`src/hw/rtl/ffra_pkg.sv`:
```
// ----------------------------------------------------------------------------
// ffra_pkg
// types and constants of the first-fit range allocator
// ----------------------------------------------------------------------------
package ffra_pkg;
  localparam int RANGE_SLOTS_DEF = 64;
  localparam int INDEX_BITS_DEF  = 16;

  localparam logic [1:0] CMD_ALLOC = 2'd0;
  localparam logic [1:0] CMD_FREE  = 2'd1;
  localparam logic [1:0] CMD_RESET = 2'd2;

  localparam logic [1:0] ST_OK       = 2'd0;
  localparam logic [1:0] ST_NO_FIT   = 2'd1;
  localparam logic [1:0] ST_REJECTED = 2'd2;
  localparam logic [1:0] ST_FULL     = 2'd3;

  localparam logic CFG_HEAP_SIZE     = 1'b0;
  localparam logic CFG_HEAP_ATTACHED = 1'b1;

  typedef struct packed {
    logic [1:0]  cmd;
    logic [15:0] block_start;
    logic [16:0] block_count;
    logic        same_heap;
  } in_item_t;

  typedef struct packed {
    logic [1:0]  status;
    logic [15:0] alloc_start;
    logic [16:0] alloc_count;
    logic [16:0] free_total;
  } out_item_t;
endpackage

```
`src/hw/rtl/ffra_ram.sv`:
```
// ----------------------------------------------------------------------------
// ffra_ram
// generic single-port synchronous ram with registered read
// ----------------------------------------------------------------------------
module ffra_ram #(
  parameter int WIDTH = 8,
  parameter int DEPTH = 64
) (
  input  logic                     clk,
  input  logic                     we,
  input  logic [$clog2(DEPTH)-1:0] addr,
  input  logic [WIDTH-1:0]         wdata,
  output logic [WIDTH-1:0]         rdata
);
  logic [WIDTH-1:0] mem [DEPTH];

  always_ff @(posedge clk) begin
    if (we) mem[addr] <= wdata;
    rdata <= mem[addr];
  end
endmodule

```
`src/hw/rtl/first_fit_range_allocator_unit.sv`:
```
// ----------------------------------------------------------------------------
// first_fit_range_allocator_unit
// first-fit allocator over a table of free ranges with coalescing on free
// ----------------------------------------------------------------------------
// channel  direction  handshake            payload
// in       in         start & !busy        in_item (cmd, block, same_heap)
// out      out        out_strobe, 1 cycle  out_item (status, grant, total)
// cfg      in         cfg_valid&cfg_ready  cfg_index, cfg_data
//
// one command at a time. alloc and free scan used entries through the
// range memory, one per cycle, read the last entry, then write back at
// most two entries, two only for a free that merges on both sides. an
// alloc stops scanning at its first fit. reset and rejected commands go
// straight from idle to the result.
// synchronous reset leaves one full range; no clearing pass.
// results cannot be stalled.
// ----------------------------------------------------------------------------
module first_fit_range_allocator_unit #(
  parameter int RANGE_SLOTS = ffra_pkg::RANGE_SLOTS_DEF
) (
  input  logic                clk,
  input  logic                rst_n,
  input  logic                start,
  output logic                busy,
  input  ffra_pkg::in_item_t  in_item,
  output logic                out_strobe,
  output ffra_pkg::out_item_t out_item,
  input  logic                cfg_valid,
  output logic                cfg_ready,
  input  logic                cfg_index,
  input  logic [16:0]         cfg_data
);
  import ffra_pkg::*;

  localparam int AW = $clog2(RANGE_SLOTS);
  localparam int CW = $clog2(RANGE_SLOTS + 1);
  localparam logic [16:0] LIMIT = 17'(1 << INDEX_BITS_DEF);

  localparam logic [2:0] S_IDLE = 3'd0, S_SCAN = 3'd1, S_DONE = 3'd2,
                         S_LAST = 3'd3, S_WB1 = 3'd4, S_WB2 = 3'd5,
                         S_OUT  = 3'd6;

  logic [2:0]  state_r, state_nxt;
  logic [16:0] heap_size_r;
  logic        attached_r;
  logic [CW-1:0] used_r, used_nxt;
  logic [16:0] free_r, free_nxt;
  logic        e0_ok_r, e0_ok_nxt;
  logic [16:0] e0_len_r, e0_len_nxt;
  in_item_t    req_r;
  logic [CW-1:0] idx_r, idx_nxt;
  logic        rvalid_r, rvalid_nxt;
  logic [CW-1:0] ridx_r, ridx_nxt;
  logic        hl_r, hl_nxt, hr_r, hr_nxt, hit_r, hit_nxt;
  logic [AW-1:0] li_r, li_nxt, ri_r, ri_nxt;
  logic [15:0] lf_r, lf_nxt;
  logic [16:0] ll_r, ll_nxt, rl_r, rl_nxt;
  logic [15:0] lastf_r, lastf_nxt;
  logic [16:0] lastl_r, lastl_nxt;
  out_item_t   res_r, res_nxt;
  logic        strobe_r;

  logic          we;
  logic [AW-1:0] addr;
  logic [15:0]   wfirst, rfirst_raw, rfirst;
  logic [16:0]   wlen, rlen_raw, rlen;
  logic [16:0]   eff, fend, left_end;

  ffra_ram #(.WIDTH(16), .DEPTH(RANGE_SLOTS)) u_first (
    .clk, .we, .addr, .wdata(wfirst), .rdata(rfirst_raw));
  ffra_ram #(.WIDTH(17), .DEPTH(RANGE_SLOTS)) u_len (
    .clk, .we, .addr, .wdata(wlen), .rdata(rlen_raw));

  assign eff = (heap_size_r > LIMIT) ? LIMIT : heap_size_r;
  // entry 0 after reset reads as a full range until it is written
  assign rfirst = (ridx_r == '0 && !e0_ok_r) ? 16'd0    : rfirst_raw;
  assign rlen   = (ridx_r == '0 && !e0_ok_r) ? e0_len_r : rlen_raw;
  assign fend     = 17'(req_r.block_start) + req_r.block_count;
  assign left_end = 17'(rfirst) + rlen;

  assign busy      = (state_r != S_IDLE);
  assign cfg_ready = (state_r == S_IDLE) && !start;
  assign out_strobe = strobe_r;
  assign out_item   = res_r;

  always_comb begin
    state_nxt = state_r; used_nxt = used_r; free_nxt = free_r;
    e0_ok_nxt = e0_ok_r; e0_len_nxt = e0_len_r;
    idx_nxt = idx_r; rvalid_nxt = 1'b0; ridx_nxt = ridx_r;
    hl_nxt = hl_r; hr_nxt = hr_r; hit_nxt = hit_r; li_nxt = li_r; ri_nxt = ri_r;
    lf_nxt = lf_r; ll_nxt = ll_r; rl_nxt = rl_r;
    lastf_nxt = lastf_r; lastl_nxt = lastl_r; res_nxt = res_r;
    we = 1'b0; addr = idx_r[AW-1:0]; wfirst = '0; wlen = '0;
    case (state_r)
      S_IDLE: begin
        idx_nxt = '0; hl_nxt = 1'b0; hr_nxt = 1'b0; hit_nxt = 1'b0;
        res_nxt = '0;
        res_nxt.status = ST_REJECTED;
        if (start) begin
          state_nxt = S_OUT;
          if (attached_r) begin
            case (in_item.cmd)
              CMD_ALLOC: if (in_item.block_count != '0) state_nxt = S_SCAN;
              CMD_FREE: begin
                if (in_item.same_heap && in_item.block_count != '0 &&
                    (18'(in_item.block_start) + 18'(in_item.block_count)) <= 18'(eff))
                  state_nxt = S_SCAN;
              end
              CMD_RESET: begin
                used_nxt = CW'(1); free_nxt = eff; e0_ok_nxt = 1'b0;
                e0_len_nxt = eff;
                res_nxt.status = ST_OK;
              end
              default: ;
            endcase
          end
        end
        res_nxt.free_total = (start && attached_r && in_item.cmd == CMD_RESET)
                             ? eff : free_r;
      end
      S_SCAN: begin
        // issue one read per cycle, evaluate the previous read
        if (idx_r < used_r && !hit_r) begin
          addr = idx_r[AW-1:0]; rvalid_nxt = 1'b1; ridx_nxt = idx_r;
          idx_nxt = idx_r + CW'(1);
        end
        if (rvalid_r) begin
          if (req_r.cmd == CMD_ALLOC) begin
            if (!hit_r && rlen >= req_r.block_count) begin
              hit_nxt = 1'b1; li_nxt = ridx_r[AW-1:0];
              lf_nxt = rfirst; ll_nxt = rlen;
            end
          end else if (left_end == 17'(req_r.block_start)) begin
            hl_nxt = 1'b1; li_nxt = ridx_r[AW-1:0]; ll_nxt = rlen;
          end else if (17'(rfirst) == fend) begin
            hr_nxt = 1'b1; ri_nxt = ridx_r[AW-1:0]; rl_nxt = rlen;
          end
        end
        if (!(idx_r < used_r && !hit_r) && !rvalid_r) state_nxt = S_DONE;
        if (hit_r) rvalid_nxt = 1'b0;
      end
      S_DONE: begin
        // read last entry for a possible replacement
        addr = AW'(used_r - CW'(1)); ridx_nxt = used_r - CW'(1);
        state_nxt = S_LAST;
      end
      S_LAST: begin
        lastf_nxt = rfirst; lastl_nxt = rlen; state_nxt = S_WB1;
      end
      S_WB1: begin
        state_nxt = S_OUT;
        if (req_r.cmd == CMD_ALLOC) begin
          if (!hit_r) res_nxt.status = ST_NO_FIT;
          else begin
            we = 1'b1; addr = li_r;
            if (ll_r == req_r.block_count) begin
              wfirst = lastf_r; wlen = lastl_r; used_nxt = used_r - CW'(1);
            end else begin
              wfirst = lf_r + req_r.block_count[15:0];
              wlen = ll_r - req_r.block_count;
            end
            free_nxt = (free_r >= req_r.block_count) ? free_r - req_r.block_count : '0;
            res_nxt.status = ST_OK; res_nxt.alloc_start = lf_r;
            res_nxt.alloc_count = req_r.block_count;
          end
        end else begin
          res_nxt.status = ST_OK;
          if (hl_r) begin
            we = 1'b1; addr = li_r;
            wfirst = lf_r;
            wlen = ll_r + req_r.block_count + (hr_r ? rl_r : 17'd0);
            if (hr_r) state_nxt = S_WB2;
          end else if (hr_r) begin
            we = 1'b1; addr = ri_r; wfirst = req_r.block_start;
            wlen = rl_r + req_r.block_count;
          end else if (used_r >= CW'(RANGE_SLOTS)) begin
            res_nxt.status = ST_FULL;
          end else begin
            we = 1'b1; addr = used_r[AW-1:0]; wfirst = req_r.block_start;
            wlen = req_r.block_count; used_nxt = used_r + CW'(1);
          end
          if (res_nxt.status == ST_OK)
            free_nxt = (18'(free_r) + 18'(req_r.block_count) > 18'(LIMIT)) ? LIMIT
                       : free_r + req_r.block_count;
        end
        if (we && addr == '0) e0_ok_nxt = 1'b1;
        res_nxt.free_total = free_nxt;
      end
      S_WB2: begin
        we = 1'b1; addr = ri_r; wfirst = lastf_r; wlen = lastl_r;
        // the last entry is the merged left one, take its new contents
        if (li_r == AW'(used_r - CW'(1))) begin
          wfirst = lf_r; wlen = ll_r + req_r.block_count + rl_r;
        end
        used_nxt = used_r - CW'(1);
        if (ri_r == '0) e0_ok_nxt = 1'b1;
        state_nxt = S_OUT;
      end
      S_OUT: state_nxt = S_IDLE;
      default: state_nxt = S_IDLE;
    endcase
    // the left entry's first index is only known after its read
    if (state_r == S_SCAN && rvalid_r && req_r.cmd == CMD_FREE &&
        left_end == 17'(req_r.block_start)) lf_nxt = rfirst;
  end

  always_ff @(posedge clk) begin
    if (!rst_n) begin
      state_r <= S_IDLE; heap_size_r <= '0; attached_r <= 1'b0;
      used_r <= CW'(1); free_r <= '0; e0_ok_r <= 1'b0; e0_len_r <= '0;
      rvalid_r <= 1'b0; strobe_r <= 1'b0;
    end else begin
      state_r <= state_nxt; used_r <= used_nxt; free_r <= free_nxt;
      e0_ok_r <= e0_ok_nxt; e0_len_r <= e0_len_nxt; rvalid_r <= rvalid_nxt;
      strobe_r <= (state_nxt == S_OUT);
      if (cfg_valid && cfg_ready) begin
        if (cfg_index == CFG_HEAP_SIZE) heap_size_r <= cfg_data;
        else attached_r <= cfg_data[0];
      end
    end
  end

  always_ff @(posedge clk) begin
    if (start && !busy) req_r <= in_item;
    idx_r <= idx_nxt; ridx_r <= ridx_nxt; hl_r <= hl_nxt; hr_r <= hr_nxt;
    hit_r <= hit_nxt; li_r <= li_nxt; ri_r <= ri_nxt; lf_r <= lf_nxt;
    ll_r <= ll_nxt; rl_r <= rl_nxt; lastf_r <= lastf_nxt;
    lastl_r <= lastl_nxt; res_r <= res_nxt;
  end

`ifndef SYNTH
  a_used_range: assert property (@(posedge clk) disable iff (!rst_n)
    used_r <= CW'(RANGE_SLOTS)) else $error("range count overflow");
  a_free_limit: assert property (@(posedge clk) disable iff (!rst_n)
    free_r <= LIMIT) else $error("free total above limit");
  a_strobe_busy: assert property (@(posedge clk) disable iff (!rst_n)
    out_strobe |-> busy) else $error("result outside a command");
  a_no_write_idle: assert property (@(posedge clk) disable iff (!rst_n)
    we |-> (state_r == S_WB1 || state_r == S_WB2)) else $error("stray write");
`endif
endmodule

```
`config.mk`:
```
export PLATFORM = sky130hd
export DESIGN_NAME = first_fit_range_allocator_unit
export DESIGN_NICKNAME = d
export VERILOG_FILES = /design/src/hw/rtl/ffra_pkg.sv /design/src/hw/rtl/ffra_ram.sv /design/src/hw/rtl/first_fit_range_allocator_unit.sv
export SDC_FILE = /design/constraint.sdc
export NUM_CORES = 2
export LEC_CHECK = 0
export CORE_UTILIZATION = 30
export CTS_BUF_LIST = sky130_fd_sc_hd__clkbuf_4 sky130_fd_sc_hd__clkbuf_8
export DETAILED_ROUTE_END_ITERATION = 16
export DONT_BUFFER_PORTS = 1
export SETUP_SLACK_MARGIN = 0.1
export SYNTH_ARGS = -nofsm -noshare
export SYNTH_HDL_FRONTEND = slang
export SYNTH_SLANG_ARGS = --single-unit
```
`constraint.sdc`:
```
create_clock -name clk -period 8.1 [get_ports clk]
set_input_delay 0.81 -clock clk [delete_from_list [all_inputs] [get_ports clk]]
set_output_delay 0.81 -clock clk [all_outputs]
set_load 0.01 [all_outputs]
```
; ---- Yosys cells after proc, flatten, opt, wreduce, memory -nomap -nowiden
; Memories as Yosys holds them, arrays and structs flattened. A register that Yosys moved wholly into a read port is not among the register bits.
; Cells that the tools add are included.
[classes]
addsub = 15
magnitude_cmp = 7
eq_ne = 34
muxes = 114
bitwise_logic = 5
reduce_logical = 55
[ops]
columns = cell, count
row1 = 2-to-1 mux 17 bit, 22
row2 = 2-to-1 mux 16 bit, 13
row3 = one-hot mux 52 bit (2 select lines), 1
row4 = adder 17 bit, 5
row5 = 2-to-1 mux 7 bit, 11
row6 = one-hot mux 17 bit (2 select lines), 2
row7 = 2-to-1 mux 33 bit, 2
row8 = 2-to-1 mux 6 bit, 9
row9 = adder 16 x 17 -> 17 bit, 2
row10 = greater-or-equal comparator 17 bit, 2
row11 = subtractor 17 bit, 2
row12 = one-hot mux 16 bit (2 select lines), 1
row13 = "inequality test 2 bit, second input constant", 14
row14 = one-hot mux 7 bit (2 select lines), 2
row15 = 2-to-1 mux 1 bit, 25
row16 = 2-to-1 mux 2 bit, 12
row17 = AND reduction 4 bit, 6
row18 = one-hot mux 7 bit (3 select lines), 1
row19 = adder 16 x 17 -> 18 bit, 1
row20 = adder 17 x 17 -> 18 bit, 1
row21 = "> comparator 18 x 17 -> 1 bit, second input constant", 1
row22 = <= comparator 18 x 17 -> 1 bit, 1
row23 = one-hot mux 3 bit (6 select lines), 1
row24 = one-hot mux 6 bit (3 select lines), 1
row25 = other kinds (37), 92
[totals]
ff_bits = 264
ram_bits = 2112
in_bits = 58
out_inout_bits = 55
word_cells = 260
memories = 2
[mem_list]
columns = name, words, width, rd, rd_clocked_by_memory_dff, write_ports, line_no
row1 = u_len.mem, 64, 17, 1, 1, 1, ffra_ram.sv:15  ; logic [WIDTH-1:0] mem [DEPTH];
row2 = u_first.mem, 64, 16, 1, 1, 1, ffra_ram.sv:15

; ---- Longest topological paths before layout
[depth]
ltp_word = 10
mapped_depth = 21
mapped_depth_nobuf = 21

; ---- Hierarchy
; Synthesis repeated with hierarchy kept, for this count alone.
[hier_totals]
hier_cells = 7165
area_unflattened_um2 = 104063.6
[by_module_without_submodules]
columns = module, n_inst, cells_each, area_each_um2, seq_area_each_um2
row1 = ffra_ram (u_len), 1, 2384, 42080.4, 33011.7
row2 = ffra_ram (u_first), 1, 2279, 39909.5, 31069.8
row3 = first_fit_range_allocator_unit, 1, 2502, 22073.7, 7277.0

; ---- Least setup slack after synthesis
; OpenSTA, ideal clock, no wires.
[synth_path]
kind = reg2reg
start = register req_r[2] (netlist name)
end = memory u_len.mem[0][13], data pin
setup_ns = 0.719
arrival_time_ns = 6.048
t_required_ns = 7.381
setup_slack_ns = 1.333
path_stages_with_launch = 17
n_path_buf = 0
synth_period_minus_slack_ns = 6.767
cell_sequence = edfxtp_1 inv_1 ha_1 nand2b_1 a21oi_1 o21bai_1 a21oi_1 o21ai_0 a21oi_1 o221ai_1 a211oi_1 xnor2_1 ha_1 nand3_1 nand2_1 a41o_1 o31ai_1
[synth_between]
elab_chain_len = 5
elab_cells_between_ends = 13
cone_classes = 5 x add/sub / 1 x eq/ne / 7 x mux
[synth_rtl]
columns = item, line_no
row1 = from (decl), first_fit_range_allocator_unit.sv:50  ; in_item_t req_r;
row2 = from (signal assigned), first_fit_range_allocator_unit.sv:224  ; if (start && !busy) req_r <= in_item;
row3 = adder 17 bit (tied with other cells), "first_fit_range_allocator_unit.sv:171, first_fit_range_allocator_unit.sv:193"
row4 = adder 17 bit (tied with other cells), first_fit_range_allocator_unit.sv:171  ; wlen = ll_r + req_r.block_count + (hr_r ? rl_r : 17'd0);
row5 = 2-to-1 mux 17 bit (on tied branches), "first_fit_range_allocator_unit.sv:168, first_fit_range_allocator_unit.sv:153"
row6 = 2-to-1 mux 17 bit, first_fit_range_allocator_unit.sv:152  ; if (req_r.cmd == CMD_ALLOC) begin
row7 = one-hot mux 17 bit (2 select lines) *, first_fit_range_allocator_unit.sv:94  ; case (state_r)
row8 = via u_len.wdata[13], ffra_ram.sv:12  ; input logic [WIDTH-1:0] wdata,
row9 = to (decl), ffra_ram.sv:15
; Mark *: on every way through the listed nets, which the timed path passes. The rest lies on a longest branch.

; ---- Worst setup path after layout
[layout_path]
start = register req_r[2] (netlist name)
end = memory u_len.mem[41][16], data pin
; Same word-level chain as after synthesis.

==> flow_summary_export.csv <==
group,metric,value,unit
status,status,"finished, final reports clean",
hold_path,min_to,"attached_r$_SDFFE_PN0P_",
die,rows,210,
cells_and_area,layout-drive-gt1-share,13.7,%
global_routing,grt_max_degree,100,
setup_path,r2r_slack,1.42,ns
drt,wl_per_cell,28.4,um
cts,cts_buffer_depth,4,
logic_synthesis,synthFlopType,"edfxtp_1",
timing,rsz0062_at_grt,"no",
logic_synthesis,synth_nets,6802,
run,cap_violations,0,
logic_synthesis,ys_warn_count,0,
die,initial_core_util,30.1,%
cells_and_area,multi_input_area,0.0263,mm^2
place,routabilityCongestion,0.939,
logic_synthesis,syn_avg_cell_area,15.2,um^2
die,dieArea,0.331,mm^2
cts,postCtsHoldBufs,53,
setup_path,worstPathArrival,7.37,ns
cts,tritoncts,"done",
logic_synthesis,synth_compound_area_share,14.1,%
logic_synthesis,synth-simple-area-share,6.39,%
place,port_buffers,0,
timing,skew,0.115,ns
logic_synthesis,synth-edff-count,2311,
setup_path,reg2reg_to,"u_len.mem[41][16]$_DFFE_PP_",
global_routing,antenna_found_initial,15,
place,hpwl,200,mm
logic_synthesis,synthAdderAreaFrac,3.01,%
global_routing,overflow,0,
timing,period_minus_slack,6.68,ns
logic_synthesis,synth_top_area_share,70.3,%
die,fp.dieH,576,um
timing,final_max_slew_viol_count,0,
global_routing,globalRouteTotalUtil,18.8,%
timing,finalHoldViolations,0,
timing,max_freq,150,MHz
cells_and_area,area_growth_syn_to_layout,14.5,%
cts,clk_latency,1.01,ns
timing,max_slew.worst_pin.slew,1.42,ns
logic_synthesis,ys_types,109,
logic_synthesis,yosys-top-cells-area,"edfxtp_1, a22oi_1, ha_1",
drt,drc,0,
cts,clock-root-buffer,"clkbuf_8",
die,core,0.327,mm^2
drt,initialDrtViolationCount,7998,
setup_path,r2r-start,"req_r[2]$_DFFE_PP_",
cells_and_area,regArea,0.0714,mm^2
place,placed_cells,10700,
setup_path,worstPathMaxFanout,64,
timing,setup_viol,0,
drt,routed_wl,324,mm
timing,setup-tns-final,0,ns
logic_synthesis,yosysTopAreaCell,"edfxtp_1",
cts,cts_htree_levels,5,
logic_synthesis,synth_top_family_by_area,"compound AO/OA/AOI/OAI gates",
cells_and_area,fillCellCount,31200,
logic_synthesis,ys_seq_area_share,72.3,%
cells_and_area,finalNetCount,7064,
logic_synthesis,synth_cells,6513,
cts,path_clk_slew,0.06,ns
global_routing,grt_first_pass_wirelength,454,mm
logic_synthesis,synth_area,0.0987,mm^2
setup_path,cp-end-kind,"flop",
setup_path,reg2reg_depth,20,
logic_synthesis,synth_mux_area_share,0.595,%
logic_synthesis,async_flop_share,0,%
cts,cts-resized-gates,0,
drt,antenna_left,0,
drt,post_drt_via_cell_ratio,5.59,
hold_path,holdPathStages,3,
power_and_ir_drop,p_leak,36.1,nW
die,ioPinCount,113,
setup_path,critPathRequiredTime,8.79,ns
drt,num_vias,63900,
cts,cts_buffers,376,
die,fp.dieW,576,um
drt,first_pass_iters,6,
logic_synthesis,synth_xor_area_share,1.60,%
logic_synthesis,synth_seq_cells,2409,
setup_path,critPathLaunchType,"flop",
logic_synthesis,synthMostInstantiatedCell,"edfxtp_1",
global_routing,grt_pass1_vias,60900,
timing,period_share,82.4,%
hold_path,hold_class,"input pin to flop",
timing,maxSlewHeadroom,4.93,%
cts,cts.sinks,2409,
power_and_ir_drop,power_density,399,mW/mm^2
logic_synthesis,synthTopCellsByCount,"edfxtp_1, a22oi_1, nand4_1, nor2_1, nand2_1",
cells_and_area,instances_no_fill,11400,
power_and_ir_drop,vdd_drop_max,0.756,mV
setup_path,crit_type,"flop to flop",
hold_path,hp-start,"cfg_valid",
cts,cts_setup_buffers,0,
==> worst max-delay path: stages (launching register included) <==
cell and delay [ns]:
edfxtp_1 0.72, inv_1 0.42, ha_1 0.46, nand2b_1 0.16, a21oi_1 0.20, o21bai_1 0.10, a21oi_1 0.21, o21ai_0 0.17
a21oi_1 0.23, o221ai_1 0.27, a211oi_1 0.56, nor4_1 0.09, a211o_1 0.34, ha_1 0.39, nand3_1 0.09, a2111oi_0 0.59
nor2_1 0.13, o21ai_0 0.19, o211ai_1 0.11, nand4_1 0.28, buf_4 0.57
==> stage by stage <==
step | util [%] | instance area, um^2 | power [W] | hold slack [ns] | setup slack (ns)
floorplan | - | 98700 | 0.0264 | 0.436 | 1.33
global placement | 32.2 | 105000 | 0.0348 | 0.462 | 1.52
detailed placement | 32.2 | 105000 | 0.0349 | 0.454 | 1.52
CTS | 34.5 | 113000 | 0.0448 | 0.0452 | 1.51
global route | 34.5 | 113000 | 0.0466 | 0.100 | 0.938
finish | 34.5 | 113000 | 0.0451 | 0.111 | 1.42
==> state kept, by name (all words and copies together) (netlist names), 7 cells and up <==
| name | cells |
|---|---|
| u_len.mem | 1088 |
| u_first.mem | 1024 |
| out_item | 52 |
| req_r | 35 |
| e0_len_r | 17 |
| free_r | 17 |
| heap_size_r | 17 |
| lastl_r | 17 |
| ll_r | 17 |
| rl_r | 17 |
| u_len.rdata | 17 |
| lastf_r | 16 |
| lf_r | 16 |
| u_first.rdata | 16 |
| idx_r | 7 |
| ridx_r | 7 |
| used_r | 7 |
==> how the worst max path moves through the flow <==
stage                                  start                          end  slack [ns]  cells past startpoint
final                     req_r[2]$_DFFE_PP_  u_len.mem[41][16]$_DFFE_PP_        1.42                     20
after global routing      req_r[2]$_DFFE_PP_  u_len.mem[25][16]$_DFFE_PP_        0.94                     20
after CTS                 req_r[2]$_DFFE_PP_  u_len.mem[25][16]$_DFFE_PP_        1.51                     20
after detailed placement  req_r[2]$_DFFE_PP_  u_len.mem[41][16]$_DFFE_PP_        1.52                     20
after global placement    req_r[2]$_DFFE_PP_   u_len.mem[7][16]$_DFFE_PP_        1.52                     20
after floorplan           req_r[2]$_DFFE_PP_   u_len.mem[0][13]$_DFFE_PP_        1.33                     16
==> report_power, final <==
part	switching (W)	leakage [nW]	internal, W
clock network	0.00478	3.80	0.00519
logic	0.0139	10.1	0.00519
registers	0.000651	22.2	0.0154
total	0.0193	36.1	0.0258
==> cell families after synthesis <==
kind of cell	after synthesis
simple gates	1239
compound gates	1931
buf+inv	469
xor+xnor	177
mux	57
fa+ha+maj	231
flops	2409
==> cell type report <==
type,instances,area share [%]
sequential,2409,63.1
clock inverter,157,0.750
inverter,95,0.315
timing repair buffer,258,2.11
tap,4346,4.81
multi-input combinational,3635,23.3
clock buffer,517,5.60
antenna,6,0.0133
==> routing by layer <==
layer / global-route usage, % / vias to the layer above / part of all wire [%]
met4: 6.15 / 4 / 3.1
met5: 0 / - / 0.0089
li1: - / 27100 / -
met3: 4.19 / 504 / 10
met1: 26.1 / 32600 / 42
met2: 29.1 / 3671 / 45
==> layout by cell type (no fill, tap or decap), types with 19 or more instances in the layout <==
master         netlist  final
buf_4                3    180
buf_12               0     25
nor2_1             303    231
nor3_1              73     69
xor2_1              57     57
nand2b_1            29     29
edfxtp_1          2311   2311
nand3_1             56     55
dfxtp_1             98     98
a22oi_1           1202   1201
nand2_1            258    255
clkinv_1             2     98
ha_1               220    220
a211oi_1            34     34
nor2b_1             38     36
clkbuf_4             0    126
nand4_1            325    325
o31ai_1             20     19
dlygate4sd3_1        0     53
xnor2_1            118    118
clkbuf_8            10    391
and3_1              32     30
a21oi_1            226    225
a31oi_1             19     19
a221oi_1            21     21
o21a_1              24     24
a21o_1              43     42
mux2i_1             53     53
and2_1              31     30
nor2_4               0     71
clkinv_2             0     35
inv_1               93     93
o21ai_0            143    135
Power figures use the tool's default switching activity.
